==> src/rtl/crf_pkg.sv <==
`timescale 1ns / 1ps

package crf_pkg;

    localparam int BUF_DEPTH = 4096;
    // depth in use: positions must fit in 12 bits
    localparam int EFF_DEPTH = (BUF_DEPTH > 4096) ? 4096 : ((BUF_DEPTH < 1) ? 1 : BUF_DEPTH);
    localparam logic [11:0] LAST_POS = 12'(EFF_DEPTH - 1);

    localparam logic [7:0] HDR_BYTE     = 8'h76;
    localparam logic [7:0] CMD_BAUD     = 8'h24;
    localparam logic [7:0] CMD_SIZE     = 8'h31;
    localparam logic [7:0] CMD_PHOTO    = 8'h36;
    localparam logic [7:0] CMD_RESET    = 8'h26;
    localparam logic [7:0] CMD_JPEG_LEN = 8'h34;
    localparam logic [7:0] CMD_JPEG     = 8'h32;
    localparam logic [7:0] JPEG_MARK    = 8'hFF;
    localparam logic [7:0] JPEG_END     = 8'hD9;

    localparam logic [6:0] SPAN_SHORT    = 7'd4;
    localparam logic [6:0] SPAN_RESET    = 7'd69;
    localparam logic [6:0] SPAN_JPEG_LEN = 7'd8;

    localparam logic OP_BYTE  = 1'b0;
    localparam logic OP_REARM = 1'b1;

    typedef struct packed {
        logic [7:0]  prev_byte;
        logic [7:0]  prev_prev_byte;
        logic [11:0] byte_count;
        logic [6:0]  expected_span;
        logic        jpeg_mode;
        logic [11:0] header_pos;
        logic        reply_done;
    } crf_state_t;

    typedef struct packed {
        logic [7:0]  data_byte;
        logic [11:0] position;
        logic        frame_last;
        logic [12:0] frame_length;
        logic        dropped;
        logic        overflow;
    } crf_result_t;

endpackage

==> src/rtl/crf_core.sv <==
`timescale 1ns / 1ps

module crf_core
    import crf_pkg::*;
(
    input  crf_state_t  state,
    input  logic        op,
    input  logic [7:0]  rx_byte,
    output crf_state_t  state_next,
    output crf_result_t result,
    output logic        has_result
);

    logic [11:0] pos;
    logic [11:0] span_dist;
    logic        finish;
    logic        ovf;

    assign pos       = state.byte_count;
    assign span_dist = pos - state.header_pos;

    always_comb
    begin
        state_next        = state;
        result            = '0;
        result.data_byte  = rx_byte;
        has_result        = 1'b1;
        finish            = 1'b0;
        ovf               = 1'b0;

        if (op == OP_REARM)
        begin
            state_next = '0;
            has_result = 1'b0;
        end
        else if (state.reply_done)
        begin
            result.dropped = 1'b1;
        end
        else
        begin
            result.position = pos;
            if (state.expected_span == 7'd0 && !state.jpeg_mode)
            begin
                // header search: command byte sits two places after 0x76
                if (pos >= 12'd2 && state.prev_prev_byte == HDR_BYTE)
                begin
                    if (rx_byte inside {CMD_BAUD, CMD_SIZE, CMD_PHOTO})
                        state_next.expected_span = SPAN_SHORT;
                    else if (rx_byte == CMD_RESET)
                        state_next.expected_span = SPAN_RESET;
                    else if (rx_byte == CMD_JPEG_LEN)
                        state_next.expected_span = SPAN_JPEG_LEN;
                    else if (rx_byte == CMD_JPEG)
                        state_next.jpeg_mode = 1'b1;
                    state_next.header_pos = pos - 12'd2;
                end
            end
            else if (state.expected_span != 7'd0 && span_dist >= {5'd0, state.expected_span})
            begin
                finish = 1'b1;
            end
            else if (state.expected_span == 7'd0 && state.jpeg_mode &&
                     state.prev_byte == JPEG_MARK && rx_byte == JPEG_END)
            begin
                finish = 1'b1;
            end

            if (!finish && pos >= LAST_POS)
            begin
                finish = 1'b1;
                ovf    = 1'b1;
            end

            state_next.prev_prev_byte = state.prev_byte;
            state_next.prev_byte      = rx_byte;

            if (finish)
            begin
                result.frame_last    = 1'b1;
                result.frame_length  = {1'b0, pos} + 13'd1;
                result.overflow      = ovf;
                state_next.reply_done = 1'b1;
                state_next.byte_count = 12'd0;
            end
            else
            begin
                state_next.byte_count = pos + 12'd1;
            end
        end
    end

endmodule

==> src/rtl/camera_response_framer_top.sv <==
`timescale 1ns / 1ps
// a beat goes from the input register through the result register to the master side
// throughput: one beat per cycle while the master side takes results; the framing state
// updates as an item leaves the input register; a stalled master side holds byte beats there
// rearm beats produce no result; reset clears all framing state and both registers' valid flags
// reset: rst_n asynchronous, active low

module camera_response_framer_top
    import crf_pkg::*;
(
    input  logic        clk,
    input  logic        rst_n,
    input  logic        s_tvalid,
    output logic        s_tready,
    input  logic [7:0]  s_tdata,   // [7:0] rx_byte
    input  logic        s_tuser,   // [0] op
    output logic        m_tvalid,
    input  logic        m_tready,
    output logic [39:0] m_tdata,   // [7:0] data_byte, [19:8] position, [32:20] frame_length
    output logic        m_tlast,   // frame_last
    output logic [1:0]  m_tuser    // [0] dropped, [1] overflow
);

    logic        in_valid_reg;
    logic        in_op_reg;
    logic [7:0]  in_byte_reg;
    logic        advance;
    logic        out_free;

    crf_state_t  state_reg;
    crf_state_t  state_next;
    crf_result_t result;
    logic        has_result;

    logic        out_valid_reg;
    logic        out_valid_next;
    crf_result_t out_reg;

    assign out_free = !out_valid_reg || m_tready;
    // a rearm beat leaves without needing the result register
    assign advance  = in_valid_reg && (in_op_reg == OP_REARM || out_free);
    assign s_tready = !in_valid_reg || advance;

    crf_core u_core (
        .state      (state_reg),
        .op         (in_op_reg),
        .rx_byte    (in_byte_reg),
        .state_next (state_next),
        .result     (result),
        .has_result (has_result)
    );

    always_comb
    begin
        out_valid_next = out_valid_reg && !m_tready;
        if (advance && has_result)
            out_valid_next = 1'b1;
    end

    always_ff @(posedge clk or negedge rst_n)
    begin
        if (!rst_n)
        begin
            in_valid_reg  <= 1'b0;
            in_op_reg     <= OP_BYTE;
            state_reg     <= '0;
            out_valid_reg <= 1'b0;
        end
        else
        begin
            if (s_tready)
            begin
                in_valid_reg <= s_tvalid;
                in_op_reg    <= s_tuser;
            end
            if (advance)
                state_reg <= state_next;
            out_valid_reg <= out_valid_next;
        end
    end

    always_ff @(posedge clk)
    begin
        if (s_tready && s_tvalid)
            in_byte_reg <= s_tdata;
        if (advance && has_result)
            out_reg <= result;
    end

    assign m_tvalid = out_valid_reg;
    assign m_tdata  = {7'd0, out_reg.frame_length, out_reg.position, out_reg.data_byte};
    assign m_tlast  = out_reg.frame_last;
    assign m_tuser  = {out_reg.overflow, out_reg.dropped};

endmodule

==> config.mk <==
export PLATFORM = sky130hd
export DESIGN_NAME = camera_response_framer_top
export DESIGN_NICKNAME = d
export VERILOG_FILES = /design/src/rtl/crf_pkg.sv /design/src/rtl/crf_core.sv /design/src/rtl/camera_response_framer_top.sv
export SDC_FILE = /design/constraint.sdc
export NUM_CORES = 1
export LEC_CHECK = 0
export BUFFER_PORTS_ARGS = -buffer_cell sky130_fd_sc_hd__buf_4
export CAP_MARGIN = 25
export CORE_UTILIZATION = 61
export CTS_BUF_LIST = sky130_fd_sc_hd__clkbuf_8
export DETAILED_ROUTE_END_ITERATION = 12
export PLACE_DENSITY = 0.81
export SLEW_MARGIN = 30
export SYNTH_ARGS = -nofsm -noshare
export SYNTH_HDL_FRONTEND = slang
export SYNTH_HIERARCHICAL = 1
export SYNTH_SLANG_ARGS = --single-unit
==> constraint.sdc <==
create_clock -name clk -period 12.3 [get_ports clk]
set_clock_uncertainty 0.05 [all_clocks]
set_input_delay 0.615 -clock clk [delete_from_list [all_inputs] [get_ports clk]]
set_output_delay 0.615 -clock clk [all_outputs]
set_load 0.05 [all_outputs]
[Yosys cells after proc, flatten, opt, wreduce, memory -nomap -nowiden]
Cells that the tools add are included.
Operators by class
  reduce and logical (&&, ||, !) cells: 32
  $add $sub $neg: 4
  equal/unequal tests: 13
  muxes and demuxes: 26
  bitwise gates (word level): 1
  magnitude comparators: 3
Operators with widths (count)
  $mux 49: 2
  $eq 8x6->1 const B: 6
  $mux 20: 2
  $mux 7: 3
  $mux 1: 17
  $eq 8x8->1 const B: 2
  $mux 14: 1
  $add 12x1->13 const B: 1
  $add 12x1->12 const B: 1
  $ge 12x12->1 const B: 1
  $ge 12x2->1 const B: 1
  $ge 12x7->1: 1
  $mux 12: 1
  $sub 12x12->12: 1
  $sub 12x2->12 const B: 1
  $logic_and 1x1->1: 11
  $eq 8x7->1 const B: 1
  $ne 2x2->1 const B: 4
  $reduce_and 8->1: 1
  $logic_not 7->1: 1
  $reduce_bool 7->1: 1
  $reduce_bool 2->1: 3
  $logic_not 1->1: 5
  $reduce_and 5->1: 1
  other kinds (8): 10
Word-level totals
  register bits after elaboration: 96
  word-level logic and storage cells: 96

[Depth between registers and ports, before layout]
Gate-level depths: netlist of the first run.
  depth after elaboration: 17
  gate-level depth with buffers: 19
  depth with buffers taken out: 18

[By module]
The synthesis of the first run kept the hierarchy.
By module, submodules not included
  camera_response_framer_top: sequential area each 2622.5 µm², times used 1, cells each 340, area an instance 4380.5 µm²
  crf_core: sequential area each 0.0 µm², times used 1, cells each 363, area an instance 2333.5 µm²

[Worst setup path before layout of the first run]
OpenSTA, ideal clock, no wires.
  path kind: reg2reg
  start point: register state_reg[21] in the netlist's numbering
  end point: register state_reg[23] in the netlist's numbering
  path slack: 8.413 ns
  library setup time: 0.087 ns
  data required time: 12.163 ns
  stages on the path, launching flop included: 20
  arrival: 3.751 ns
  path through: dfrtp_1 -> inv_1 -> ha_1 -> inv_1 -> fa_1 -> a21o_1 -> a21oi_1 -> xnor2_1 -> ha_1 -> a211o_1 -> o211ai_1 -> o2111ai_1 -> nor4_1 -> o211ai_1 -> o32a_4 -> buf_6 -> a211oi_2 -> a21o_1 -> nand2_1 -> o211ai_1
RTL lines
  from (decl): line camera_response_framer_top.sv:30  | crf_state_t state_reg;
  from (signal assigned): line camera_response_framer_top.sv:77  | state_reg <= state_next;

[Worst setup path after layout of the first run]
  start point: register state_reg[21] in the netlist's numbering
  end point: register out_reg (netlist bit m_tdata[24]) (data pin)
On the way
  word-level cells in the longest chain between the ends: 14
  elaborated cells between the ends (all ways): 16
  those cells by class: add/sub: 2; order compare: 2; mux: 7; bitwise: 1; reduce/logical: 4
Ends and longest elaborated chain
  $sub 12x12->12: line crf_core.sv:20  | assign span_dist = pos - state.header_pos;
  $ge 12x7->1: line crf_core.sv:59  | else if (state.expected_span != 7'd0 && span_dist >= {5'd0, state.expected_span})
  $logic_and 1x1->1: line crf_core.sv:59
  $mux 1: line crf_core.sv:59
  $mux 1: line crf_core.sv:43  | if (state.expected_span == 7'd0 && !state.jpeg_mode)
  $mux 1: line crf_core.sv:36  | else if (state.reply_done)
  $mux 1: line crf_core.sv:31  | if (op == OP_REARM)
  $logic_not 1->1: line crf_core.sv:69  | if (!finish && pos >= LAST_POS)
  $logic_and 1x1->1: line crf_core.sv:69
  $mux 1: line crf_core.sv:69
  $mux 1: line crf_core.sv:36
  $mux 1: line crf_core.sv:31
  $not 1->1 (no source line)
  $reduce_or 3->1 (no source line)
  to (signal assigned): line camera_response_framer_top.sv:87  | out_reg <= result;
  to (decl): line camera_response_framer_top.sv:37  | crf_result_t out_reg;
Parallel ways exist; a longest one is shown, timed or not. The select of a mux whose other input is x is not followed.
A chain may end at the register's enable or synchronous reset.

==> impl_metrics.ini, run 1 <==
[floorplan]
core.rowCount = 37
ios = 58
die_area_mm2 = 0.0114
die_x_um = 107
core_mm2 = 0.0105
die_height_um = 107
start_util_pct = 63.9

[detailed_routing]
drc = 0
firstDrtPassIters = 5
ant_nets = 0
vias_per_cell = 6.21
routed_wl_um = 15100
wl_per_cell_um = 17.8
drtIter0Drc = 446
vias = 5251

[cts]
path_clk_slew_ns = 0.09
clock-sinks = 96
clockRootBuffer = clkbuf_8
cts-hold-fix-buffers = 0
clockBufferDepth = 2
cts_tree = yes
insertion_delay_ns = 0.40
h-tree-depth = 3
ctsResizeCount = 0
post_cts_buffers = 0
cts_buffers = 9

[worst_setup_path]
cp.arrival_ns = 4.51
path_max_fanout = 15
worstSetupEndpointType = register
rr_worst_depth = 16
cp-start-kind = register
critPathLaunch = state_reg[21]
critical_path_class = register to register
rrSetupSlack_ns = 7.87
worstSetupEndpoint = m_tdata[24]
crit_required_ns = 12.38
rr_startpoint = state_reg[21]
reg2reg_to = m_tdata[24]

[placed_design]
hpwl_um = 9370
place_area_mm2 = 0.00692
port-buffer-count = 50
routabilityCongestion = 0.830

[pwr]
leakage_nw = 2.68
powerDensity_mw_per_mm2 = 126
power_uw = 902
vdd_drop_max_v = 0.0000850

[synthesis]
yosysWarnings = 6
synth_edf_count = 44
synthCells = 703
yosys_register_bits = 96
seq_area_frac_synth_pct = 39.1
ys.flop_type = dfrtp_1
synth_largest_area_cell = edfxtp_1
yosys-top-cells-area = edfxtp_1 20%, dfrtp_1 19%, nand4bb_1 8.2%
syn-mean-instance-area_um2 = 9.55
yosysTopAreaCellShare_pct = 19.7
synth.distinct_cells = 65
synthesis.area_mm2 = 0.00671
synth_async_sr_flop_share_pct = 54.2

[global_route]
grt_pass1_wl_um = 25300
overflow = 0
grt_max_degree = 104
track_usage_pct = 28.1
grt_pass1_vias = 5009
antenna_found_initial = 0

[timing]
finalHoldViolCount = 0
setup_viol = 0
slew_headroom_pct = 38.4
fmaxAchievable_mhz = 226
tightestPinTransition_ns = 0.900
period_share_pct = 36.0
period_needed_ns = 4.43
rsz0062_at_grt = no
tns_ns = 0
slew_violations = 0
whs_ns = 0.213

[min_path]
hold_path.class = primary input to async pin

[outcome]
status = completed

[layout]
syn_to_final_growth_pct = 6.78
largest_reg_flops = 49
diodes = 0
final_nets = 740
final_common_cell = nand2_1
final_cell_mix = 76 x nand2_1, 67 x nor2_1, 56 x buf_4
drive_gt1_share_pct = 12.7
fill_cells = 801
final_area_mm2 = 0.00717
multi_input_area_mm2 = 0.00362
register_area_mm2 = 0.00263

[flow_run]
drv_cap = 0
-- area by class of cell --
type                            count  area share, %
Multi-Input combinational cell    516           50.5
Sequential cell                    96           36.6
Timing Repair Buffer               57           6.25
Clock buffer                       13           2.50
Tap cell                          136           2.37
Inverter                           24           1.26
Clock inverter                      3          0.541
-- Yosys cell counts (all sizes together) (2+ instances only) --
cell and count:
or2 2, nor4 4, nor4b 2, a211oi 13, mux2i 21, nand2 76, and3 3, nand4 6
nand4bb 49, xor2 9, nor2 68, o21ai 10, nand3b 5, or4 2, a21boi 3, nand3 11
nand4b 2, buf 40, dfrtp 52, edfxtp 44, ha 22, and2 13, inv 24, a21oi 17
a2bb2oi 3, nand2b 12, nor3 17, a221o 3, a21o 6, o211ai 51, nor2b 6, xnor2 14
or2b 40, clkbuf 33, or3 2
-- power breakdown --
| part | switching [mW] | leakage (nW) | total, mW | internal (mW) |
|---|---|---|---|---|
| registers | 0.0359 | 1.13 | 0.399 | 0.363 |
| logic | 0.163 | 1.43 | 0.275 | 0.112 |
| clock network | 0.112 | 0.117 | 0.228 | 0.115 |
| total | 0.311 | 2.68 | 0.902 | 0.591 |
-- layer usage --
metal  track usage (%)  wire [um]
met1              39.8       7020
met2              43.5       7100
met3              3.89        654
met4              11.3        276
met5                 0          0
-- cell families after synthesis --
family | Yosys count | synth area share, %
and+or+nand+nor | 323 | 29.1
AOI/OAI and AO/OA | 119 | 13.3
xor gates and xnor gates | 23 | 3.28
buffers and inverters | 97 | 7.58
DFF | 96 | 39.1
muxes | 21 | 3.13
adders and majority gates | 23 | 4.40
other | 1 | 0.0559
-- metrics by stage --
| stage | worst slack [ns] | utilization [%] | cells |
|---|---|---|---|
| 3_5_place_dp | 7.89 | 65.8 | 828 |
| 6_report | 7.87 | 68.2 | 845 |
| 3_3_place_gp | 8.03 | 65.8 | 828 |
| 5_1_grt | 7.61 | 68.2 | 845 |
| 4_1_cts | 7.88 | 67.9 | 844 |
| 2_1_floorplan | 8.41 | - | 709 |
-- critical path, stage by stage, from the launching register on --
cell	delay, ns
dfrtp_1	0.49
inv_1	0.15
ha_1	0.18
inv_1	0.06
fa_1	0.40
a21o_1	0.19
a21oi_1	0.17
xnor2_1	0.14
ha_1	0.27
a211o_1	0.31
o211ai_1	0.09
o2111ai_1	0.13
nor4_1	0.28
o211ai_1	0.13
o32a_4	0.49
o21ai_2	0.52
nor2_1	0.12
-- worst min path at each step --
stage	startpoint	end	slack (ns)
global route	rst_n	m_tvalid	0.27
detailed placement	in_byte_reg[7]	m_tdata[7]	0.47
floorplan	rst_n	in_op_reg	0.27
global placement	in_byte_reg[7]	m_tdata[7]	0.46
CTS	rst_n	state_reg[39]	0.23
finish	rst_n	m_tvalid	0.21
Note: power is estimated with default switching activity, not from simulation.
==> inputs of run 2 (changes only) <==
--- a/config.mk
+++ b/config.mk
@@ -5,12 +5,13 @@
 export SDC_FILE = /design/constraint.sdc
 export NUM_CORES = 1
 export LEC_CHECK = 0
+export ABC_AREA = 1
 export BUFFER_PORTS_ARGS = -buffer_cell sky130_fd_sc_hd__buf_4
 export CAP_MARGIN = 25
-export CORE_UTILIZATION = 61
+export CORE_UTILIZATION = 56
 export CTS_BUF_LIST = sky130_fd_sc_hd__clkbuf_8
 export DETAILED_ROUTE_END_ITERATION = 12
-export PLACE_DENSITY = 0.81
+export PLACE_DENSITY = 0.79
 export SLEW_MARGIN = 30
 export SYNTH_ARGS = -nofsm -noshare
 export SYNTH_HDL_FRONTEND = slang
==> constraint.sdc (replaced) <==
create_clock -name clk -period 3.6 [get_ports clk]
set_clock_uncertainty 0.05 [all_clocks]
set_input_delay 0.18 -clock clk [delete_from_list [all_inputs] [get_ports clk]]
set_output_delay 0.18 -clock clk [all_outputs]
set_load 0.05 [all_outputs]
==> run 2 against run 1 <==
Register-to-register slack got worse by 7.4 ns. Critical path depth up 5. First-iteration DRC count down 21%. Design area decreased by 9.2%. Setup slack lost 7.4 ns. Core utilization down 2.8 points. Sequential power grew to 3.2 times the previous value. Fmax up 40%. Non-clock buffer count increased by 13. Critical endpoint is now state_reg[25]. Largest cell class unchanged.
==> impl_metrics.ini, run 2 <==
[pwr]
powerDensity_mw_per_mm2 = 399
vdd_drop_max_v = 0.000201
leakage_nw = 3.10

[synthesis]
synth_largest_area_cell = edfxtp_1
ys.flop_type = dfrtp_1
synth_compound_area_share_pct = 8.32
synthCells = 705
yosys-top-cells-area = edfxtp_1 23%, dfrtp_1 22%, nand2_1 12%
synth.distinct_cells = 44
synth-simple-area-share_pct = 28.6
synth_async_sr_flop_share_pct = 54.2
syn-mean-instance-area_um2 = 8.29
seq_area_frac_synth_pct = 44.9
synth_xor_area_share_pct = 3.00
yosys_register_bits = 96
synth_top_family_by_area = simple AND/OR/NAND/NOR gates
synth_mux_area_share_pct = 0
synth_edf_count = 44
synth_commonest_cells = 184 x nand2_1, 82 x inv_1, 71 x nand3_1, 58 x nor2_1, 52 x dfrtp_1
synthAdderAreaFrac_pct = 5.05
yosysWarnings = 6
synthesis.area_mm2 = 0.00585
yosysTopAreaCellShare_pct = 22.6
synth.most_common_cell = nand2_1

[cts]
clockBufferDepth = 2
cts_buffers = 9
h-tree-depth = 3
path_clk_slew_ns = 0.09
clock-sinks = 96
post_cts_buffers = 0
insertion_delay_ns = 0.37
cts-hold-fix-buffers = 11
clockRootBuffer = clkbuf_8
cts_tree = yes
ctsResizeCount = 0

[detailed_routing]
vias_per_cell = 5.51
wl_per_cell_um = 15.3
drtIter0Drc = 353
firstDrtPassIters = 4
ant_nets = 0
routed_wl_um = 13600
vias = 4890
drc = 0

[timing]
whs_ns = 0.0398
fmaxAchievable_mhz = 316
setup_viol = 0
period_needed_ns = 3.16
slew_violations = 0
slew_headroom_pct = 50.0
tns_ns = 0
rsz0062_at_grt = no
period_share_pct = 87.8
tightestPinTransition_ns = 0.749
finalHoldViolCount = 0

[worst_setup_path]
path_common_cell = nand2_1
reg2reg_to = state_reg[25]
rrSetupSlack_ns = 0.44
rr_startpoint = state_reg[21]
cpMaxStageDelayCell = dfrtp_1
crit_family = simple AND/OR/NAND/NOR gates
cp_cell_sequence = inv_1, ha_1, inv_1, fa_1, nand2_1, nand2_1, nand2_1, o21ai_0, xor2_1, ha_1, nor2_1, nand2_1, nor2_1, nand3_1, nor2_2, nand2_2, nand2_4, nand3_4, o21ai_1, nand3_1, nand2_1
rr_worst_depth = 21
critical_path_class = register to register
cp-start-kind = register
worstSetupEndpoint = state_reg[25]
path_depth = 21
critical-path-max-stage-delay_ns = 0.44
crit_required_ns = 3.86
path_buf_inv = 2
path_max_fanout = 10
critPathLaunch = state_reg[21]
worstSetupEndpointType = register
cp.arrival_ns = 3.42

[layout]
largest_reg_flops = 49
diodes = 0
final_cell_mix = 184 x nand2_1, 83 x inv_1, 71 x nand3_1
fill_cells = 843
drive_gt1_share_pct = 16.0
syn_to_final_growth_pct = 11.3
final_nets = 786
final_common_cell = nand2_1

[floorplan]
core_mm2 = 0.00995
die_height_um = 104
start_util_pct = 58.7
core.rowCount = 36
die_x_um = 104
die_area_mm2 = 0.0109
ios = 58

[placed_design]
routabilityCongestion = 0.882
hpwl_um = 9580
port-buffer-count = 50

[outcome]
status = completed

[global_route]
antenna_found_initial = 0
overflow = 0
grt_pass1_wl_um = 22300
grt_pass1_vias = 4571
grt_max_degree = 53
track_usage_pct = 26.0

[flow_run]
drv_cap = 0

[min_path]
hold_start = m_tready
hold_path.class = primary input to register
-- run 2: worst min path at each step --
| stage | cells past startpoint | to | slack (ns) |
|---|---|---|---|
| floorplan | 0 | in_op_reg | -0.17 |
| global placement | 1 | state_reg[27] | 0.21 |
| detailed placement | 1 | state_reg[26] | 0.23 |
| CTS | 4 | m_tvalid | 0.03 |
| global route | 4 | m_tvalid | 0.06 |
| finish | 4 | m_tvalid | 0.04 |
-- run 2: worst reg2reg max path: stages (launching register included) --
cell and delay [ns]:
dfrtp_1 0.44, inv_1 0.12, ha_1 0.15, inv_1 0.08, fa_1 0.42, nand2_1 0.08
nand2_1 0.06, nand2_1 0.09, o21ai_0 0.10, xor2_1 0.17, ha_1 0.19, nor2_1 0.09
nand2_1 0.05, nor2_1 0.09, nand3_1 0.09, nor2_2 0.10, nand2_2 0.09, nand2_4 0.10
nand3_4 0.16, o21ai_1 0.19, nand3_1 0.09, nand2_1 0.11
-- run 2: metrics by stage --
stage	power [mW]	utilization (%)	setup slack, ns	instance area (um^2)	std cells
5_1_grt	2.72	65.4	0.0975	6510	888
3_3_place_gp	1.87	62.3	0.534	6200	861
4_1_cts	2.61	65.4	0.437	6510	888
2_1_floorplan	1.73	-	0.657	5870	711
3_5_place_dp	1.89	62.3	0.478	6200	861
6_report	2.59	65.4	0.438	6510	888
-- run 2: report_power, final --
group / internal (mW) / total [mW] / switching [mW]
Combinational: 0.202 / 0.613 / 0.411
Clock: 0.337 / 0.718 / 0.381
Sequential: 1.21 / 1.26 / 0.0585
-- run 2: per-layer routing --
| layer | global-route usage [%] | share of wire, % | vias to the layer above |
|---|---|---|---|
| li1 | - | - | 2370 |
| met4 | 9.69 | 1.7 | 0 |
| met3 | 3.82 | 6.2 | 20 |
| met1 | 35.6 | 45 | 2309 |
| met2 | 42.0 | 47 | 191 |
| met5 | 0 | 0 | - |
-- run 2: area by class of cell --
type                            instances  area (um^2)  share of cell area, %
Inverter                               84          315                   4.84
Clock inverter                          6         58.8                  0.903
Multi-Input combinational cell        489         2660                   40.8
Tap cell                              133          166                   2.56
Timing Repair Buffer                   70          553                   8.50
Clock buffer                           10          138                   2.11
Sequential cell                        96         2620                   40.3
-- run 2: cells by family (layout without fill, tap and decap cells) --
family / Yosys count / in the layout
AND/OR/NAND/NOR: 367 / 367
XOR/XNOR: 20 / 20
buffers and inverters: 126 / 170
other: 1 / 7
flip-flops: 96 / 96
adder cells (fa/ha/maj): 23 / 23
AO/OA/AOI/OAI: 72 / 72
==> inputs of run 3 (changes only) <==
--- a/config.mk
+++ b/config.mk
@@ -8,10 +8,9 @@
 export ABC_AREA = 1
 export BUFFER_PORTS_ARGS = -buffer_cell sky130_fd_sc_hd__buf_4
 export CAP_MARGIN = 25
-export CORE_UTILIZATION = 56
-export CTS_BUF_LIST = sky130_fd_sc_hd__clkbuf_8
+export CORE_UTILIZATION = 54
 export DETAILED_ROUTE_END_ITERATION = 12
-export PLACE_DENSITY = 0.79
+export PLACE_DENSITY = 0.77
 export SLEW_MARGIN = 30
 export SYNTH_ARGS = -nofsm -noshare
 export SYNTH_HDL_FRONTEND = slang
==> run 3 against run 2 <==
Non-clock buffer count unchanged. Global-route usage decreased by 0.30 points. Combinational power increased by 3%. Critical path depth unchanged. Design area decreased by 0.23%. Total power decreased by 2.7%.
==> impl_metrics.ini, run 3 (synthesized netlist as in run 2, its figures left out) <==
[worst_setup_path]
path_max_fanout = 10
critical_path_class = register to register
cpMaxStageDelayCell = dfrtp_1
cp_cell_sequence = inv_2, ha_1, inv_1, fa_1, nand2_1, nand2_1, nand2_1, o21ai_0, xor2_1, ha_1, nor2_1, nand2_1, nor2_1, nand3_1, nor2_2, nand2_2, nand2_4, nand3_4, o21ai_1, nand3_1, nand2_1
path_buf_inv = 2
rrSetupSlack_ns = 0.35
path_common_cell = nand2_1
rr_startpoint = state_reg[21]
rr_worst_depth = 21
reg2reg_to = state_reg[29]
cp-start-kind = register
cp.arrival_ns = 3.51
worstSetupEndpointType = register
crit_required_ns = 3.87
critical-path-max-stage-delay_ns = 0.45
crit_family = simple AND/OR/NAND/NOR gates

[timing]
rsz0062_at_grt = no
period_share_pct = 90.2
finalHoldViolCount = 0
fmaxAchievable_mhz = 308
slew_headroom_pct = 38.2
tns_ns = 0
setup_viol = 0
period_needed_ns = 3.25
slew_violations = 0
tightestPinTransition_ns = 0.927

[pwr]
p_clk_share_pct = 25.2
power_switching_uw = 867
leakage_nw = 3.09
powerDensity_mw_per_mm2 = 389
p_sw_share_pct = 34.3
pwr-share-comb_pct = 25.1
seqPwrFrac_pct = 49.8
internal_power_mw = 1.66
vdd_drop_max_v = 0.000298

[layout]
final_area_mm2 = 0.00649
fill_cells = 914
diodes = 0
drive_gt1_share_pct = 16.2
largest_reg_flops = 49
final_common_cell = nand2_1
final_cell_mix = 184 x nand2_1, 81 x inv_1, 71 x nand3_1
final_nets = 786
syn_to_final_growth_pct = 11.1
instances_no_fill = 891

[floorplan]
die_height_um = 106
die_x_um = 106
ios = 58
core_mm2 = 0.0104
core.rowCount = 37
start_util_pct = 56.1
die_area_mm2 = 0.0112

[detailed_routing]
vias = 4968
drc = 0
wl_per_cell_um = 15.3
vias_per_cell = 5.58
firstDrtPassIters = 7
routed_wl_um = 13600
ant_nets = 0
drtIter0Drc = 476

[cts]
post_cts_buffers = 0
path_clk_slew_ns = 0.09
clockBufferDepth = 2
clockRootBuffer = clkbuf_8
insertion_delay_ns = 0.37
clock-sinks = 96
cts_tree = yes
cts_buffers = 9
h-tree-depth = 3

[placed_design]
place_area_mm2 = 0.00622
port-buffer-count = 50
dp_cells = 864
hpwl_um = 9440
routabilityCongestion = 0.942

[global_route]
top_usage_layer = met2
met1_usage_pct = 35.6
grt_max_degree = 53
overflow = 0
track_usage_pct = 25.7
antenna_found_initial = 0
met3_usage_pct = 3.25
grt_pass1_wl_um = 22700
grt_use_met2_pct = 42.1
grt_pass1_vias = 4734

[min_path]
hold_start = m_tready
hold_depth = 4
hold_path_end = m_tvalid
hold_path.class = primary input to register

[outcome]
status = completed

[flow_run]
drv_cap = 0
## run 3: how the worst max path moves through the flow
stage / from / end / slack, ns / cells past startpoint
after global routing: state_reg[21] / state_reg[31] / 0.02 / 21
final: state_reg[21] / state_reg[29] / 0.35 / 21
after detailed placement: state_reg[21] / state_reg[25] / 0.30 / 21
after floorplan: state_reg[21] / m_tdata[25] / 0.66 / 21
after CTS: state_reg[21] / state_reg[25] / 0.27 / 21
after global placement: state_reg[21] / state_reg[27] / 0.43 / 21
## run 3: metal layers
| metal | vias up | share of wire [%] | wire length [um] |
|---|---|---|---|
| met5 | - | 0 | 0 |
| met4 | 0 | 1.8 | 243 |
| met3 | 26 | 6.4 | 879 |
| met2 | 223 | 47 | 6450 |
| met1 | 2355 | 44 | 6060 |
| li1 | 2364 | - | - |
## run 3: area by class of cell
type                       count  area (um^2)  area share [%]
timing repair buffer          70          566            8.71
tap                          136          170            2.62
sequential                    96         2620            40.4
clock buffer                  10          128            1.96
clock inverter                 6         33.8           0.520
inverter                      84          315            4.85
multi-input combinational    489         2660            41.0
## run 3: tightest hold or removal path: stages
cell and delay [ns]:
buf_4 0.08, inv_1 0.06, nand2_1 0.06, nand2_1 0.05
## run 3: power groups by stage
stage	logic [mW]	registers (mW)	clock network, mW
after floorplan	0.387	1.34	0
after global placement	0.601	1.28	0
after global routing	0.695	1.27	0.684
after detailed placement	0.611	1.28	0
final	0.633	1.26	0.636
after CTS	0.626	1.26	0.637
## run 3: stage by stage
stage               setup WS, ns  hold WS, ns  power [mW]  utilization, %
floorplan                  0.657       -0.166        1.73               -
global placement           0.433        0.220        1.88            59.7
detailed placement         0.305        0.226        1.89            59.7
CTS                        0.272       0.0181        2.52            62.3
global route              0.0168       0.0464        2.64            62.4
finish                     0.352       0.0317        2.53            62.4
## run 3: what timing repair did
item,4_1_cts,5_1_grt
hold endpoints to repair,62,0
hold buffers,11,0
endpoints found under the setup margin,0,11
resized for setup,0,2
